==> config.mk <==
export PLATFORM = sky130hd
export DESIGN_NAME = earliest_free_port_list_scheduler_top_flat
export DESIGN_NICKNAME = d
export VERILOG_FILES = /design/src/hdl/eflps_pkg.sv /design/src/hdl/eflps_if.sv /design/src/hdl/eflps_front.sv /design/src/hdl/eflps_back.sv /design/src/hdl/earliest_free_port_list_scheduler_top.sv /design/src/flat_wrapper.sv
export SDC_FILE = /design/constraint.sdc
export NUM_CORES = 2
export LEC_CHECK = 0
export BUFFER_PORTS_ARGS = -buffer_cell sky130_fd_sc_hd__buf_2
export CORE_ASPECT_RATIO = 0.9
export CORE_MARGIN = 10
export CORE_UTILIZATION = 47
export DETAILED_ROUTE_END_ITERATION = 12
export PLACE_DENSITY_LB_ADDON = 0.1
export SLEW_MARGIN = 15
export SYNTH_ARGS = -nofsm -noshare
export SYNTH_HDL_FRONTEND = slang
export SYNTH_SLANG_ARGS = --single-unit
export TNS_END_PERCENT = 10
==> constraint.sdc <==
create_clock -name clock -period 9.03 [get_ports clock]
set_input_delay 1.3545 -clock clock [delete_from_list [all_inputs] [get_ports clock]]
set_output_delay 1.3545 -clock clock [all_outputs]
set_load 0.005 [all_outputs]
==> src/hdl/eflps_pkg.sv <==
// Shared types and constants of the earliest-free-port list scheduler.
// Used by the channel interfaces and by every module of the block.
package eflps_pkg;

   localparam int JOB_W      = 6;
   localparam int ARR_W      = 16;
   localparam int TIME_W     = 23;
   localparam int SUM_W      = 32;
   localparam int PEN_W      = 40;
   localparam int PORT_OUT_W = 4;
   localparam int CFG_W      = 5;

   localparam int DEFAULT_PORT_COUNT = 16;

   localparam logic [CFG_W-1:0]  CFG_RESET = 5'd16;
   localparam logic [TIME_W-1:0] TIME_MAX  = 23'h7F_FFFF;
   localparam logic [SUM_W-1:0]  SUM_MAX   = 32'hFFFF_FFFF;
   localparam logic [PEN_W-1:0]  PEN_MAX   = 40'hFF_FFFF_FFFF;

   localparam int WAIT_SCALE   = 100;
   localparam int URGENT_SCALE = 600;

   // One job as it travels from the front part to the back part.
   typedef struct packed {
      logic [JOB_W-1:0] job_index;
      logic [ARR_W-1:0] arrival_time;
      logic [ARR_W-1:0] job_duration;
      logic             urgent;
      logic             last_job;
   } job_type;

endpackage

==> src/hdl/eflps_if.sv <==
// Valid/ready channel interfaces for job requests and schedule responses.
// Depends on eflps_pkg for field widths.
interface eflps_req_if;
   logic                           valid;
   logic                           ready;
   logic [eflps_pkg::JOB_W-1:0]    job_index;
   logic [eflps_pkg::ARR_W-1:0]    arrival_time;
   logic [eflps_pkg::ARR_W-1:0]    job_duration;
   logic                           urgent;
   logic                           last_job;

   modport source (output valid, job_index, arrival_time, job_duration, urgent, last_job,
                   input ready);
   modport sink   (input valid, job_index, arrival_time, job_duration, urgent, last_job,
                   output ready);
endinterface

interface eflps_rsp_if;
   logic                             valid;
   logic                             ready;
   logic [eflps_pkg::JOB_W-1:0]      job_index_out;
   logic [eflps_pkg::PORT_OUT_W-1:0] port_chosen;
   logic [eflps_pkg::TIME_W-1:0]     start_time;
   logic [eflps_pkg::TIME_W-1:0]     end_time;
   logic [eflps_pkg::TIME_W-1:0]     wait_time;
   logic                             sequence_done;
   logic [eflps_pkg::PEN_W-1:0]      penalty_x100;

   modport source (output valid, job_index_out, port_chosen, start_time, end_time,
                   wait_time, sequence_done, penalty_x100, input ready);
   modport sink   (input valid, job_index_out, port_chosen, start_time, end_time,
                   wait_time, sequence_done, penalty_x100, output ready);
endinterface

==> src/hdl/eflps_front.sv <==
// Front part: configuration register, request intake and a two-entry job queue.
// Depends on eflps_pkg and eflps_req_if.
module eflps_front #(
   parameter int  PORT_COUNT = eflps_pkg::DEFAULT_PORT_COUNT,
   localparam int PIDX_W     = (PORT_COUNT > 1) ? $clog2(PORT_COUNT) : 1
) (
   input  logic                          clock,
   input  logic                          reset,
   input  logic                          csr_write_enable,
   input  logic [eflps_pkg::CFG_W-1:0]   csr_write_data,
   eflps_req_if.sink                     req_if,
   output eflps_pkg::job_type            q_job,
   output logic [PIDX_W-1:0]             q_last_port,
   output logic                          q_valid,
   input  logic                          q_ready
);

   localparam logic [6:0] PortCountW = 7'(PORT_COUNT);

   logic [eflps_pkg::CFG_W-1:0] ports_ff, ports_in;
   eflps_pkg::job_type          job_mem_ff [2];
   logic [PIDX_W-1:0]           last_mem_ff [2];
   logic                        wr_ptr_ff, wr_ptr_in;
   logic                        rd_ptr_ff, rd_ptr_in;
   logic [1:0]                  count_ff, count_in;

   logic                        push, pop;
   logic [6:0]                  n_ext;
   logic [PIDX_W-1:0]           last_port;
   eflps_pkg::job_type          in_job;

   // Highest port index to search, with the port count clamped to one..PORT_COUNT.
   always_comb begin
      n_ext = {2'b00, ports_ff};
      if (n_ext == 7'd0) begin
         last_port = '0;
      end else if (n_ext > PortCountW) begin
         last_port = PIDX_W'(PORT_COUNT - 1);
      end else begin
         last_port = PIDX_W'(n_ext - 7'd1);
      end
   end

   always_comb begin
      in_job.job_index    = req_if.job_index;
      in_job.arrival_time = req_if.arrival_time;
      in_job.job_duration = req_if.job_duration;
      in_job.urgent       = req_if.urgent;
      in_job.last_job     = req_if.last_job;
   end

   assign req_if.ready = (count_ff != 2'd2);
   assign q_valid      = (count_ff != 2'd0);
   assign q_job        = job_mem_ff[rd_ptr_ff];
   assign q_last_port  = last_mem_ff[rd_ptr_ff];

   assign push = req_if.valid && req_if.ready;
   assign pop  = q_valid && q_ready;

   always_comb begin
      ports_in  = csr_write_enable ? csr_write_data : ports_ff;
      wr_ptr_in = push ? ~wr_ptr_ff : wr_ptr_ff;
      rd_ptr_in = pop ? ~rd_ptr_ff : rd_ptr_ff;
      count_in  = count_ff;
      if (push && !pop) begin
         count_in = count_ff + 2'd1;
      end else if (pop && !push) begin
         count_in = count_ff - 2'd1;
      end
   end

   always_ff @(posedge clock) begin
      if (reset) begin
         ports_ff  <= eflps_pkg::CFG_RESET;
         wr_ptr_ff <= 1'b0;
         rd_ptr_ff <= 1'b0;
         count_ff  <= 2'd0;
      end else begin
         ports_ff  <= ports_in;
         wr_ptr_ff <= wr_ptr_in;
         rd_ptr_ff <= rd_ptr_in;
         count_ff  <= count_in;
      end
   end

   always_ff @(posedge clock) begin
      if (push) begin
         job_mem_ff[wr_ptr_ff]  <= in_job;
         last_mem_ff[wr_ptr_ff] <= last_port;
      end
   end

endmodule

==> src/hdl/eflps_back.sv <==
// Back part: port scan, schedule update, penalty arithmetic and response register.
// Depends on eflps_pkg and eflps_rsp_if.
module eflps_back #(
   parameter int  PORT_COUNT = eflps_pkg::DEFAULT_PORT_COUNT,
   localparam int PIDX_W     = (PORT_COUNT > 1) ? $clog2(PORT_COUNT) : 1
) (
   input  logic                 clock,
   input  logic                 reset,
   input  eflps_pkg::job_type   q_job,
   input  logic [PIDX_W-1:0]    q_last_port,
   input  logic                 q_valid,
   output logic                 q_ready,
   eflps_rsp_if.source          rsp_if
);

   localparam int TW  = eflps_pkg::TIME_W;
   localparam int SW  = eflps_pkg::SUM_W;
   localparam int PW  = eflps_pkg::PEN_W;
   localparam int AW  = SW + 7;
   localparam int BW  = SW + 10;
   localparam int TOT = BW + 1;

   typedef enum logic [2:0] {
      S_IDLE, S_SCAN, S_UPDATE, S_PEN_MUL, S_PEN_SUM, S_OUT
   } state_type;

   state_type             state_ff, state_in;
   eflps_pkg::job_type    job_ff, job_in;
   logic [PIDX_W-1:0]     last_port_ff, last_port_in;
   logic [PIDX_W-1:0]     idx_ff, idx_in;
   logic [PIDX_W-1:0]     best_idx_ff, best_idx_in;
   logic [TW-1:0]         best_time_ff, best_time_in;
   logic [TW-1:0]         free_ff [PORT_COUNT];
   logic [TW-1:0]         free_in [PORT_COUNT];
   logic [SW-1:0]         wait_sum_ff, wait_sum_in;
   logic [SW-1:0]         urg_sum_ff, urg_sum_in;
   logic [TW-1:0]         makespan_ff, makespan_in;
   logic [TW-1:0]         start_ff, start_in;
   logic [TW-1:0]         end_ff, end_in;
   logic [TW-1:0]         wait_ff, wait_in;
   logic [AW-1:0]         prod_a_ff, prod_a_in;
   logic [BW-1:0]         prod_b_ff, prod_b_in;
   logic [PW-1:0]         pen_ff, pen_in;

   logic                              rsp_valid_ff, rsp_valid_in;
   logic [eflps_pkg::JOB_W-1:0]       rsp_job_ff, rsp_job_in;
   logic [eflps_pkg::PORT_OUT_W-1:0]  rsp_port_ff, rsp_port_in;
   logic [TW-1:0]                     rsp_start_ff, rsp_start_in;
   logic [TW-1:0]                     rsp_end_ff, rsp_end_in;
   logic [TW-1:0]                     rsp_wait_ff, rsp_wait_in;
   logic                              rsp_done_ff, rsp_done_in;
   logic [PW-1:0]                     rsp_pen_ff, rsp_pen_in;

   logic [TW-1:0]         scan_time;
   logic [TW-1:0]         arr_ext;
   logic [TW-1:0]         start_c;
   logic [TW:0]           end_sum;
   logic [TW-1:0]         end_c;
   logic [TW-1:0]         wait_c;
   logic [SW:0]           ws_sum, us_sum;
   logic [TOT-1:0]        total;
   logic [PIDX_W+3:0]     port_wide;
   logic                  out_free;

   assign scan_time = free_ff[idx_ff];
   assign q_ready   = (state_ff == S_IDLE);
   assign out_free  = !rsp_valid_ff || rsp_if.ready;
   assign port_wide = {4'b0000, best_idx_ff};

   always_comb begin
      arr_ext = {{(TW - eflps_pkg::ARR_W){1'b0}}, job_ff.arrival_time};
      start_c = (best_time_ff > arr_ext) ? best_time_ff : arr_ext;
      end_sum = {1'b0, start_c} + {{(TW + 1 - eflps_pkg::ARR_W){1'b0}}, job_ff.job_duration};
      end_c   = end_sum[TW] ? eflps_pkg::TIME_MAX : end_sum[TW-1:0];
      wait_c  = start_c - arr_ext;
      ws_sum  = {1'b0, wait_sum_ff} + {{(SW + 1 - TW){1'b0}}, wait_c};
      us_sum  = {1'b0, urg_sum_ff} + {{(SW + 1 - TW){1'b0}}, wait_c};
      total   = TOT'(prod_a_ff) + TOT'(prod_b_ff) + TOT'(makespan_ff);
   end

   always_comb begin
      state_in     = state_ff;
      job_in       = job_ff;
      last_port_in = last_port_ff;
      idx_in       = idx_ff;
      best_idx_in  = best_idx_ff;
      best_time_in = best_time_ff;
      free_in      = free_ff;
      wait_sum_in  = wait_sum_ff;
      urg_sum_in   = urg_sum_ff;
      makespan_in  = makespan_ff;
      start_in     = start_ff;
      end_in       = end_ff;
      wait_in      = wait_ff;
      prod_a_in    = prod_a_ff;
      prod_b_in    = prod_b_ff;
      pen_in       = pen_ff;
      rsp_valid_in = rsp_valid_ff && !rsp_if.ready;
      rsp_job_in   = rsp_job_ff;
      rsp_port_in  = rsp_port_ff;
      rsp_start_in = rsp_start_ff;
      rsp_end_in   = rsp_end_ff;
      rsp_wait_in  = rsp_wait_ff;
      rsp_done_in  = rsp_done_ff;
      rsp_pen_in   = rsp_pen_ff;

      case (state_ff)
         S_IDLE: begin
            if (q_valid) begin
               job_in       = q_job;
               last_port_in = q_last_port;
               idx_in       = '0;
               state_in     = S_SCAN;
            end
         end
         S_SCAN: begin
            // Strict compare keeps the lowest port on a tie.
            if (idx_ff == '0 || scan_time < best_time_ff) begin
               best_idx_in  = idx_ff;
               best_time_in = scan_time;
            end
            if (idx_ff == last_port_ff) begin
               state_in = S_UPDATE;
            end else begin
               idx_in = idx_ff + PIDX_W'(1);
            end
         end
         S_UPDATE: begin
            start_in             = start_c;
            end_in               = end_c;
            wait_in              = wait_c;
            free_in[best_idx_ff] = end_c;
            if (end_c > makespan_ff) begin
               makespan_in = end_c;
            end
            wait_sum_in = ws_sum[SW] ? eflps_pkg::SUM_MAX : ws_sum[SW-1:0];
            if (job_ff.urgent) begin
               urg_sum_in = us_sum[SW] ? eflps_pkg::SUM_MAX : us_sum[SW-1:0];
            end
            state_in = job_ff.last_job ? S_PEN_MUL : S_OUT;
         end
         S_PEN_MUL: begin
            prod_a_in = AW'(wait_sum_ff) * AW'(eflps_pkg::WAIT_SCALE);
            prod_b_in = BW'(urg_sum_ff) * BW'(eflps_pkg::URGENT_SCALE);
            state_in  = S_PEN_SUM;
         end
         S_PEN_SUM: begin
            pen_in   = (|total[TOT-1:PW]) ? eflps_pkg::PEN_MAX : total[PW-1:0];
            state_in = S_OUT;
         end
         S_OUT: begin
            if (out_free) begin
               rsp_valid_in = 1'b1;
               rsp_job_in   = job_ff.job_index;
               rsp_port_in  = port_wide[3:0];
               rsp_start_in = start_ff;
               rsp_end_in   = end_ff;
               rsp_wait_in  = wait_ff;
               rsp_done_in  = job_ff.last_job;
               rsp_pen_in   = job_ff.last_job ? pen_ff : '0;
               if (job_ff.last_job) begin
                  for (int i = 0; i < PORT_COUNT; i++) begin
                     free_in[i] = '0;
                  end
                  wait_sum_in = '0;
                  urg_sum_in  = '0;
                  makespan_in = '0;
               end
               state_in = S_IDLE;
            end
         end
         default: begin
            state_in = S_IDLE;
         end
      endcase
   end

   always_ff @(posedge clock) begin
      if (reset) begin
         state_ff     <= S_IDLE;
         rsp_valid_ff <= 1'b0;
         for (int i = 0; i < PORT_COUNT; i++) begin
            free_ff[i] <= '0;
         end
         wait_sum_ff  <= '0;
         urg_sum_ff   <= '0;
         makespan_ff  <= '0;
      end else begin
         state_ff     <= state_in;
         rsp_valid_ff <= rsp_valid_in;
         free_ff      <= free_in;
         wait_sum_ff  <= wait_sum_in;
         urg_sum_ff   <= urg_sum_in;
         makespan_ff  <= makespan_in;
      end
      job_ff       <= job_in;
      last_port_ff <= last_port_in;
      idx_ff       <= idx_in;
      best_idx_ff  <= best_idx_in;
      best_time_ff <= best_time_in;
      start_ff     <= start_in;
      end_ff       <= end_in;
      wait_ff      <= wait_in;
      prod_a_ff    <= prod_a_in;
      prod_b_ff    <= prod_b_in;
      pen_ff       <= pen_in;
      rsp_job_ff   <= rsp_job_in;
      rsp_port_ff  <= rsp_port_in;
      rsp_start_ff <= rsp_start_in;
      rsp_end_ff   <= rsp_end_in;
      rsp_wait_ff  <= rsp_wait_in;
      rsp_done_ff  <= rsp_done_in;
      rsp_pen_ff   <= rsp_pen_in;
   end

   assign rsp_if.valid         = rsp_valid_ff;
   assign rsp_if.job_index_out = rsp_job_ff;
   assign rsp_if.port_chosen   = rsp_port_ff;
   assign rsp_if.start_time    = rsp_start_ff;
   assign rsp_if.end_time      = rsp_end_ff;
   assign rsp_if.wait_time     = rsp_wait_ff;
   assign rsp_if.sequence_done = rsp_done_ff;
   assign rsp_if.penalty_x100  = rsp_pen_ff;

endmodule

==> src/hdl/earliest_free_port_list_scheduler_top.sv <==
// A request passes through the front queue, the back part's port scan, the schedule update
// and the response register; the job marked last also passes the penalty multiply and sum
// states. The back part takes a new job only when idle, and its scan reads one port free time per cycle.
// The front queue holds two requests, so intake continues while the back part works.
// Reset (synchronous, active high) clears all port free times, the wait sums, the
// makespan and both handshakes, and sets the port count register to sixteen.
module earliest_free_port_list_scheduler_top #(
   parameter int PORT_COUNT = eflps_pkg::DEFAULT_PORT_COUNT
) (
   input  logic                          clock,
   input  logic                          reset,
   input  logic                          csr_write_enable,
   input  logic [eflps_pkg::CFG_W-1:0]   csr_write_data,
   eflps_req_if.sink                     req_if,
   eflps_rsp_if.source                   rsp_if
);

   localparam int PIDX_W = (PORT_COUNT > 1) ? $clog2(PORT_COUNT) : 1;

   // Jobs queued by the front part, each with the highest port index to search.
   eflps_pkg::job_type  q_job;
   logic [PIDX_W-1:0]   q_last_port;
   logic                q_valid;
   logic                q_ready;

   // The front part owns the port count register and classifies each transaction
   // with the clamped search range when it enters the queue.
   eflps_front #(
      .PORT_COUNT (PORT_COUNT)
   ) u_front (
      .clock            (clock),
      .reset            (reset),
      .csr_write_enable (csr_write_enable),
      .csr_write_data   (csr_write_data),
      .req_if           (req_if),
      .q_job            (q_job),
      .q_last_port      (q_last_port),
      .q_valid          (q_valid),
      .q_ready          (q_ready)
   );

   // The back part scans for the earliest free port, books the job, keeps the
   // sums and produces the penalty on the last job of a sequence.
   eflps_back #(
      .PORT_COUNT (PORT_COUNT)
   ) u_back (
      .clock       (clock),
      .reset       (reset),
      .q_job       (q_job),
      .q_last_port (q_last_port),
      .q_valid     (q_valid),
      .q_ready     (q_ready),
      .rsp_if      (rsp_if)
   );

endmodule
==> src/flat_wrapper.sv <==
// flat-port wrapper written by rule: the top's interface ports become plain ports
module earliest_free_port_list_scheduler_top_flat 
#(
   parameter int PORT_COUNT = eflps_pkg::DEFAULT_PORT_COUNT
)
  (clock, reset, csr_write_enable, csr_write_data, req_if_valid, req_if_job_index, req_if_arrival_time, req_if_job_duration, req_if_urgent, req_if_last_job, req_if_ready, rsp_if_valid, rsp_if_job_index_out, rsp_if_port_chosen, rsp_if_start_time, rsp_if_end_time, rsp_if_wait_time, rsp_if_sequence_done, rsp_if_penalty_x100, rsp_if_ready);
  eflps_req_if req_if_i ();
  eflps_rsp_if rsp_if_i ();
  input  logic clock;
  input  logic reset;
  input  logic csr_write_enable;
  input  logic [eflps_pkg::CFG_W-1:0] csr_write_data;
  input wire logic [$bits(req_if_i.valid)-1:0] req_if_valid;
  input wire logic [$bits(req_if_i.job_index)-1:0] req_if_job_index;
  input wire logic [$bits(req_if_i.arrival_time)-1:0] req_if_arrival_time;
  input wire logic [$bits(req_if_i.job_duration)-1:0] req_if_job_duration;
  input wire logic [$bits(req_if_i.urgent)-1:0] req_if_urgent;
  input wire logic [$bits(req_if_i.last_job)-1:0] req_if_last_job;
  output wire logic [$bits(req_if_i.ready)-1:0] req_if_ready;
  output wire logic [$bits(rsp_if_i.valid)-1:0] rsp_if_valid;
  output wire logic [$bits(rsp_if_i.job_index_out)-1:0] rsp_if_job_index_out;
  output wire logic [$bits(rsp_if_i.port_chosen)-1:0] rsp_if_port_chosen;
  output wire logic [$bits(rsp_if_i.start_time)-1:0] rsp_if_start_time;
  output wire logic [$bits(rsp_if_i.end_time)-1:0] rsp_if_end_time;
  output wire logic [$bits(rsp_if_i.wait_time)-1:0] rsp_if_wait_time;
  output wire logic [$bits(rsp_if_i.sequence_done)-1:0] rsp_if_sequence_done;
  output wire logic [$bits(rsp_if_i.penalty_x100)-1:0] rsp_if_penalty_x100;
  input wire logic [$bits(rsp_if_i.ready)-1:0] rsp_if_ready;
  assign req_if_i.valid = req_if_valid;
  assign req_if_i.job_index = req_if_job_index;
  assign req_if_i.arrival_time = req_if_arrival_time;
  assign req_if_i.job_duration = req_if_job_duration;
  assign req_if_i.urgent = req_if_urgent;
  assign req_if_i.last_job = req_if_last_job;
  assign req_if_ready = req_if_i.ready;
  assign rsp_if_valid = rsp_if_i.valid;
  assign rsp_if_job_index_out = rsp_if_i.job_index_out;
  assign rsp_if_port_chosen = rsp_if_i.port_chosen;
  assign rsp_if_start_time = rsp_if_i.start_time;
  assign rsp_if_end_time = rsp_if_i.end_time;
  assign rsp_if_wait_time = rsp_if_i.wait_time;
  assign rsp_if_sequence_done = rsp_if_i.sequence_done;
  assign rsp_if_penalty_x100 = rsp_if_i.penalty_x100;
  assign rsp_if_i.ready = rsp_if_ready;
  earliest_free_port_list_scheduler_top #(.PORT_COUNT(PORT_COUNT)) u_core (.clock(clock), .reset(reset), .csr_write_enable(csr_write_enable), .csr_write_data(csr_write_data), .req_if(req_if_i), .rsp_if(rsp_if_i));
endmodule
=== Word-level counts from Yosys, hierarchy flattened ===
Memory sizes are Yosys's and may differ from the RTL's. A register that Yosys moved wholly into a read port is not among the register bits.
Index checks and enable logic that the tools add are counted.

* Bitwise gates (word level): 4
* Reduce and logical (&&, ||, !) cells: 28
* $mul: 2
* Equality and inequality tests: 14
* Mux-type cells: 38
* Add/sub/neg operators: 10
* Magnitude comparators: 7

{| class="wikitable"
|+ Operators by type and width
! kind !! count
|-
| 368-bit two-way mux || 2
|-
| 368-bit case mux with 2 select lines || 1
|-
| 368-bit bitwise mux || 1
|-
| 23-bit two-way mux || 8
|-
| 32-bit two-way mux || 5
|-
| 32-bit case mux with 2 select lines || 2
|-
| 23-bit binary-select mux with 4-bit select || 1
|-
| 23-bit demux with 4-bit select || 1
|-
| 32-bit by 23-bit adder with 33-bit output || 2
|-
| 23-bit case mux with 2 select lines || 1
|-
| 39-bit by 42-bit adder with 43-bit output || 1
|-
| 43-bit by 23-bit adder with 43-bit output || 1
|-
| 32-bit by 7-bit multiplier with 39-bit output (second input constant) || 1
|-
| 32-bit by 5-bit multiplier with 37-bit output (second input constant) || 1
|-
| 23-bit by 16-bit adder with 24-bit output || 1
|-
| 23-bit by 16-bit greater-than comparator with 1-bit output || 1
|-
| 23-bit greater-than comparator || 1
|-
| 23-bit less-than comparator || 1
|-
| 23-bit by 16-bit subtractor with 23-bit output || 1
|-
| 3-bit case mux with 6 select lines || 1
|-
| 4-bit two-way mux || 4
|-
| 2-bit inequality test (second input constant) || 8
|-
| 3-bit two-way mux || 4
|-
| 5-bit >= comparator (second input constant) || 2
|-
| 26 further kinds || 51
|}

* Output and inout bits: 122
* RAM bits: 88
* Input bits: 50
* Register bits after elaboration: 804
* Logic and storage cells: 146
* Memories kept: 2

{| class="wikitable"
|+ Memories
! name !! depth !! bits a word !! read ports !! clocked after Yosys merged registers in !! wr ports !! line !! text
|-
| u_core.u_front.job_mem_ff || 2 || 40 || 1 || 1 || 1 || eflps_front.sv:21 || <nowiki>eflps_pkg::job_type job_mem_ff [2];</nowiki>
|-
| u_core.u_front.last_mem_ff || 2 || 4 || 1 || 1 || 1 || eflps_front.sv:22 || <nowiki>logic [PIDX_W-1:0] last_mem_ff [2];</nowiki>
|}

=== Longest topological paths before layout ===
* Depth in word-level cells: 7
* Mapped depth: 36
* Mapped depth without buffers: 35

=== By module ===
From an unflattened synthesis, not the netlist that was laid out.

* Cell total of the unflattened synthesis: 4787
* Area total of the unflattened synthesis: 50394.6 µm²

{| class="wikitable"
|+ Modules (own cells, without submodules)
! module !! seq. area each (µm²) !! cells an instance !! area an instance (µm²) !! instances
|-
| eflps_back || 20599.8 || 4590 || 46709.8 || 1
|-
| eflps_front || 2842.7 || 197 || 3684.8 || 1
|}

=== Worst setup path after synthesis ===
No wires, ideal clock.

* Path type: input -> register
* Start: input port rsp_if_ready
* End: register u_core.u_back.rsp_end_ff[0], in the netlist u_core.u_back.rsp_if.end_time[0], enable pin
* Arrival: 6.427 ns
* Path slack: 2.003 ns
* Cell stages on the path: 2
* Path buffers: 0
* Required time: 8.430 ns
* Library setup time: 0.600 ns
* Path through: nor2b_1 nor2_1

* Cells in the longest elaborated chain, start to end: 2

{| class="wikitable"
|+ RTL lines
! item !! line !! text
|-
| start: declaration || flat_wrapper.sv:28 || <nowiki>input wire logic [$bits(rsp_if_i.ready)-1:0] rsp_if_ready;</nowiki>
|-
| 1-bit logical OR || eflps_back.sv:67 || <nowiki>assign out_free = !rsp_valid_ff || rsp_if.ready;</nowiki>
|-
| 2-bit AND reduction (no line) || n/a ||
|-
| end signal: assignment || eflps_back.sv:210 || <nowiki>rsp_end_ff <= rsp_end_in;</nowiki>
|-
| end: declaration || eflps_back.sv:49 || <nowiki>logic [TW-1:0] rsp_end_ff, rsp_end_in;</nowiki>
|}

No other way between the ends.
A chain may end at the register's enable or synchronous reset.

=== Final worst setup path ===
* Start: register u_core.u_back.best_time_ff[12]
* End: register u_core.u_back.wait_sum_ff[18]

* Cells in the longest elaborated chain, start to end: 6

{| class="wikitable"
|+ RTL lines
! item !! line !! text
|-
| start: declaration || eflps_back.sv:32 || <nowiki>logic [TW-1:0] best_time_ff, best_time_in;</nowiki>
|-
| start signal: assignment || eflps_back.sv:200 || <nowiki>best_time_ff <= best_time_in;</nowiki>
|-
| 23-bit by 16-bit greater-than comparator with 1-bit output || eflps_back.sv:72 || <nowiki>start_c = (best_time_ff > arr_ext) ? best_time_ff : arr_ext;</nowiki>
|-
| 23-bit two-way mux || eflps_back.sv:72 ||
|-
| net u_core.u_back.start_c[0] || eflps_back.sv:56 || <nowiki>logic [TW-1:0] start_c;</nowiki>
|-
| 23-bit by 16-bit subtractor with 23-bit output || eflps_back.sv:75 || <nowiki>wait_c = start_c - arr_ext;</nowiki>
|-
| net u_core.u_back.wait_c[14] || eflps_back.sv:59 || <nowiki>logic [TW-1:0] wait_c;</nowiki>
|-
| 32-bit by 23-bit adder with 33-bit output || eflps_back.sv:76 || <nowiki>ws_sum = {1'b0, wait_sum_ff} + {{(SW + 1 - TW){1'b0}}, wait_c};</nowiki>
|-
| 32-bit two-way mux || eflps_back.sv:136 || <nowiki>wait_sum_in = ws_sum[SW] ? eflps_pkg::SUM_MAX : ws_sum[SW-1:0];</nowiki>
|-
| 32-bit case mux with 2 select lines || eflps_back.sv:107 || <nowiki>case (state_ff)</nowiki>
|-
| end signal: assignment || eflps_back.sv:192 || <nowiki>wait_sum_ff <= wait_sum_in;</nowiki>
|-
| end: declaration || eflps_back.sv:35 || <nowiki>logic [SW-1:0] wait_sum_ff, wait_sum_in;</nowiki>
|}

The timed path passes the listed nets, and every way through them passes these cells.

==> flow_summary.json <==
{
  "post_cts_resized": 0,
  "finalSetupViolCount": 0,
  "synth_fp_nets": 5506,
  "dieArea_um2": 121900,
  "multi_input_comb_area_um2": 25060,
  "combPwrFrac_pct": 38.4,
  "period_share_pct": 86.95,
  "relSlewSlack_pct": 20.19,
  "yosys.cell_count.top_type": "nand2_1",
  "netlist_instances": 4942,
  "syn2layout_area_growth_pct": 11.15,
  "num_io_pins": 172,
  "syn_avg_cell_area_um2": 10.30,
  "busiest_layer": "met2",
  "yosysUniqueCellTypes": 89,
  "start_util_pct": 47.41,
  "grt_pass1_wl_mm": 211.9,
  "cp.buffers_inverters": 2,
  "dp_slack_ns": 1.291,
  "hold_buffers": 0,
  "pwr-share-seq_pct": 34.6,
  "swShare_pct": 38.77,
  "routed_wl_mm": 138.0,
  "max_cap_violations": 0,
  "place_area_um2": 53120,
  "synth_enable_flop_cells": 468,
  "fmaxAchievable_mhz": 127.4,
  "worst_slack_ns": 1.179,
  "wl_per_cell_um": 21.10,
  "grt_pass1_vias": 35510,
  "seq_area_um2": 23420,
  "cts.reportedPaths.clkPinSlew_ns": 0.06,
  "setup-tns-final_ns": 0,
  "clk_root_buffer_cell": "clkbuf_16",
  "nets": 5567,
  "clock_power_share_pct": 27.0,
  "yosysWarnings": 0,
  "dp.cells": 6350,
  "r2r_slack_ns": 1.18,
  "place.gp.congestion": 0.8954,
  "rows": 114,
  "gr-total-overflow": 0,
  "slowest_stage": "a2111oi_0",
  "via_per_inst": 5.635,
  "vdd_drop_max_v": 0.0002380,
  "cts_tree": "done",
  "intPower_mw": 9.739,
  "post_cts_buffers": 0,
  "hold_ws_ns": 0.4167,
  "port_buffers": 171,
  "grtUsageTotal_pct": 21.91,
  "report.final.slew_viol_count": 0,
  "first_pass_iters": 5,
  "rsz0062_at_grt": "false",
  "p_per_area_nw_per_um2": 281.1,
  "htreeDepth": 3,
  "tightest_slew_ns": 1.197,
  "num_vias": 36860,
  "drc_errors": 0,
  "final_util_pct": 52.69,
  "hp-class": "flip-flop to flip-flop",
  "crit_family": "compound AO/OA/AOI/OAI gates",
  "die_h_um": 332.3,
  "stdcell_area_um2": 56590,
  "seq_area_frac_synth_pct": 46.00,
  "met3_usage_pct": 2.232,
  "yosys.area.top_type": "edfxtp_1",
  "outcome": "finished, final reports clean",
  "die_w_um": 366.9,
  "worstSetupPathType": "flip-flop to flip-flop",
  "synthesis.area_um2": 50920,
  "core-area_um2": 107400,
  "start_kind": "flip-flop",
  "power_mw": 15.91,
  "ys_ff_latch": 936,
  "period_needed_ns": 7.851,
  "hold_viol_final": 0,
  "numCtsBuffers": 101,
  "drtIter0Drc": 2919,
  "required_ns": 9.56,
  "skew_ns": 0.03778,
  "async_flop_share_pct": 0,
  "grt_max_degree": 169,
  "layout.cells.non_filler": 6541,
  "synth_top_area_share_pct": 27.60,
  "clock_sinks": 936,
  "grt_util_met2_pct": 37.48,
  "antenna_found_initial": 3,
  "cp_max_fo": 28,
  "antenna_left": 0,
  "synthTopCellsByArea": "edfxtp_1 (28%), dfxtp_1 (18%), ha_1 (10%)",
  "synth_common_cells": "nand2_1 (521), dfxtp_1 (468), edfxtp_1 (468)",
  "fillers": 9563,
  "clock_latency_ns": 0.71,
  "critPathArrivalTime_ns": 8.38,
  "power_leakage_nw": 22.76,
  "ys.flop_type": "edfxtp_1",
  "switchingPower_mw": 6.167,
  "slowest_delay_ns": 0.65,
  "layout-drive-gt1-share_pct": 12.46,
  "dpl.hpwl_mm": 98.80,
  "clockBufferDepth": 3,
  "end_kind": "flip-flop",
  "met1_usage_pct": 29.48
}
-- sequential cells by signal, indices dropped and copies added (netlist names), 6 cells and up --
register and cells:
u_core.u_back.free_ff 368, u_core.u_front.job_mem_ff 80, u_core.u_back.pen_ff 40, u_core.u_back.rsp_if.penalty_x100 40, u_core.u_back.prod_b_ff 39, u_core.u_back.prod_a_ff 37, u_core.u_back.urg_sum_ff 32, u_core.u_back.wait_sum_ff 32
u_core.u_back.job_ff 24, u_core.u_back.best_time_ff 23, u_core.u_back.end_ff 23, u_core.u_back.makespan_ff 23, u_core.u_back.rsp_if.end_time 23, u_core.u_back.rsp_if.start_time 23, u_core.u_back.rsp_if.wait_time 23, u_core.u_back.start_ff 23
u_core.u_back.wait_ff 23, u_core.u_back.arr_ext 16, u_core.u_front.last_mem_ff 8, u_core.u_back.rsp_if.job_index_out 6
-- logic make-up (layout without fill, tap and decap cells) --
| group | count (synthesis) | after routing | share of synthesized area (%) |
|---|---|---|---|
| AO/OA/AOI/OAI | 1074 | 1074 | 12.52 |
| XOR/XNOR | 164 | 164 | 2.821 |
| adder cells (fa/ha/maj) | 514 | 514 | 14.21 |
| buffers and inverters | 669 | 816 | 5.084 |
| flip-flops | 936 | 936 | 46.00 |
| multiplexers | 186 | 186 | 6.571 |
| other | 0 | 2 | 0 |
| AND/OR/NAND/NOR | 1399 | 1399 | 12.80 |
-- cell usage in the layout, fill, tap and decap left out, types with 24 or more instances in the layout --
| master | synthesis | layout |
|---|---|---|
| nor3_1 | 44 | 41 |
| mux2_2 | 46 | 46 |
| o21ai_0 | 304 | 303 |
| a211oi_1 | 26 | 26 |
| clkbuf_16 | 0 | 102 |
| nor2b_1 | 38 | 37 |
| and2_1 | 51 | 51 |
| xor2_1 | 57 | 57 |
| buf_4 | 1 | 52 |
| fa_1 | 107 | 107 |
| inv_1 | 400 | 399 |
| nand3_1 | 427 | 423 |
| a21oi_1 | 440 | 439 |
| buf_2 | 28 | 170 |
| a21o_1 | 77 | 77 |
| mux4_2 | 114 | 114 |
| mux2i_1 | 26 | 26 |
| o21a_1 | 39 | 39 |
| nand4_1 | 24 | 24 |
| xnor2_1 | 107 | 107 |
| edfxtp_1 | 468 | 468 |
| ha_1 | 407 | 407 |
| nand2_1 | 521 | 519 |
| nand2b_1 | 35 | 35 |
| nor2_1 | 172 | 153 |
| dfxtp_1 | 468 | 467 |
-- metal layers --
metal  up-vias  share of wire (%)
met2       867                 49
met1     18070                 45
met4         0                2.4
met3       176                4.1
met5         -                  0
li1      17740                  -
-- cell type report --
cell class	count	share of cell area, %
repair buffers	226	2.326
diodes	2	0.008843
clock buffers	133	4.948
well taps	1450	3.206
multi-input cells	3337	44.29
clock inverters	56	1.172
flip-flops and latches	936	41.39
inverters	401	2.662
-- final timing paths --
path / start / to / depth (start not counted)
setup / recovery: u_core.u_back.best_time_ff[12] / u_core.u_back.wait_sum_ff[18] / 30
hold / removal: u_core.u_back.end_ff[15] / u_core.u_back.rsp_if.end_time[15] / 0
setup reg to reg: u_core.u_back.best_time_ff[12] / u_core.u_back.wait_sum_ff[18] / 30
hold reg to reg: u_core.u_back.end_ff[15] / u_core.u_back.rsp_if.end_time[15] / 0
-- power groups by stage --
stage / Clock [mW] / Sequential (mW) / Combinational [mW]
3_5_place_dp: 0 / 5.60 / 6.06
6_report: 4.29 / 5.50 / 6.11
4_1_cts: 4.37 / 5.51 / 6.09
5_1_grt: 4.54 / 5.54 / 6.72
3_3_place_gp: 0 / 5.59 / 6.02
2_1_floorplan: 0 / 5.41 / 4.31
-- worst reg2reg max path: cells and delay by family, from the launching register on --
family | cells | cell delay, ns
AOI/OAI and AO/OA | 19 | 4.60
DFF | 1 | 0.43
adders and majority gates | 4 | 1.42
buffers and inverters | 2 | 0.29
and+or+nand+nor | 4 | 0.66
muxes | 1 | 0.29
Power figures use the tool's default switching activity.
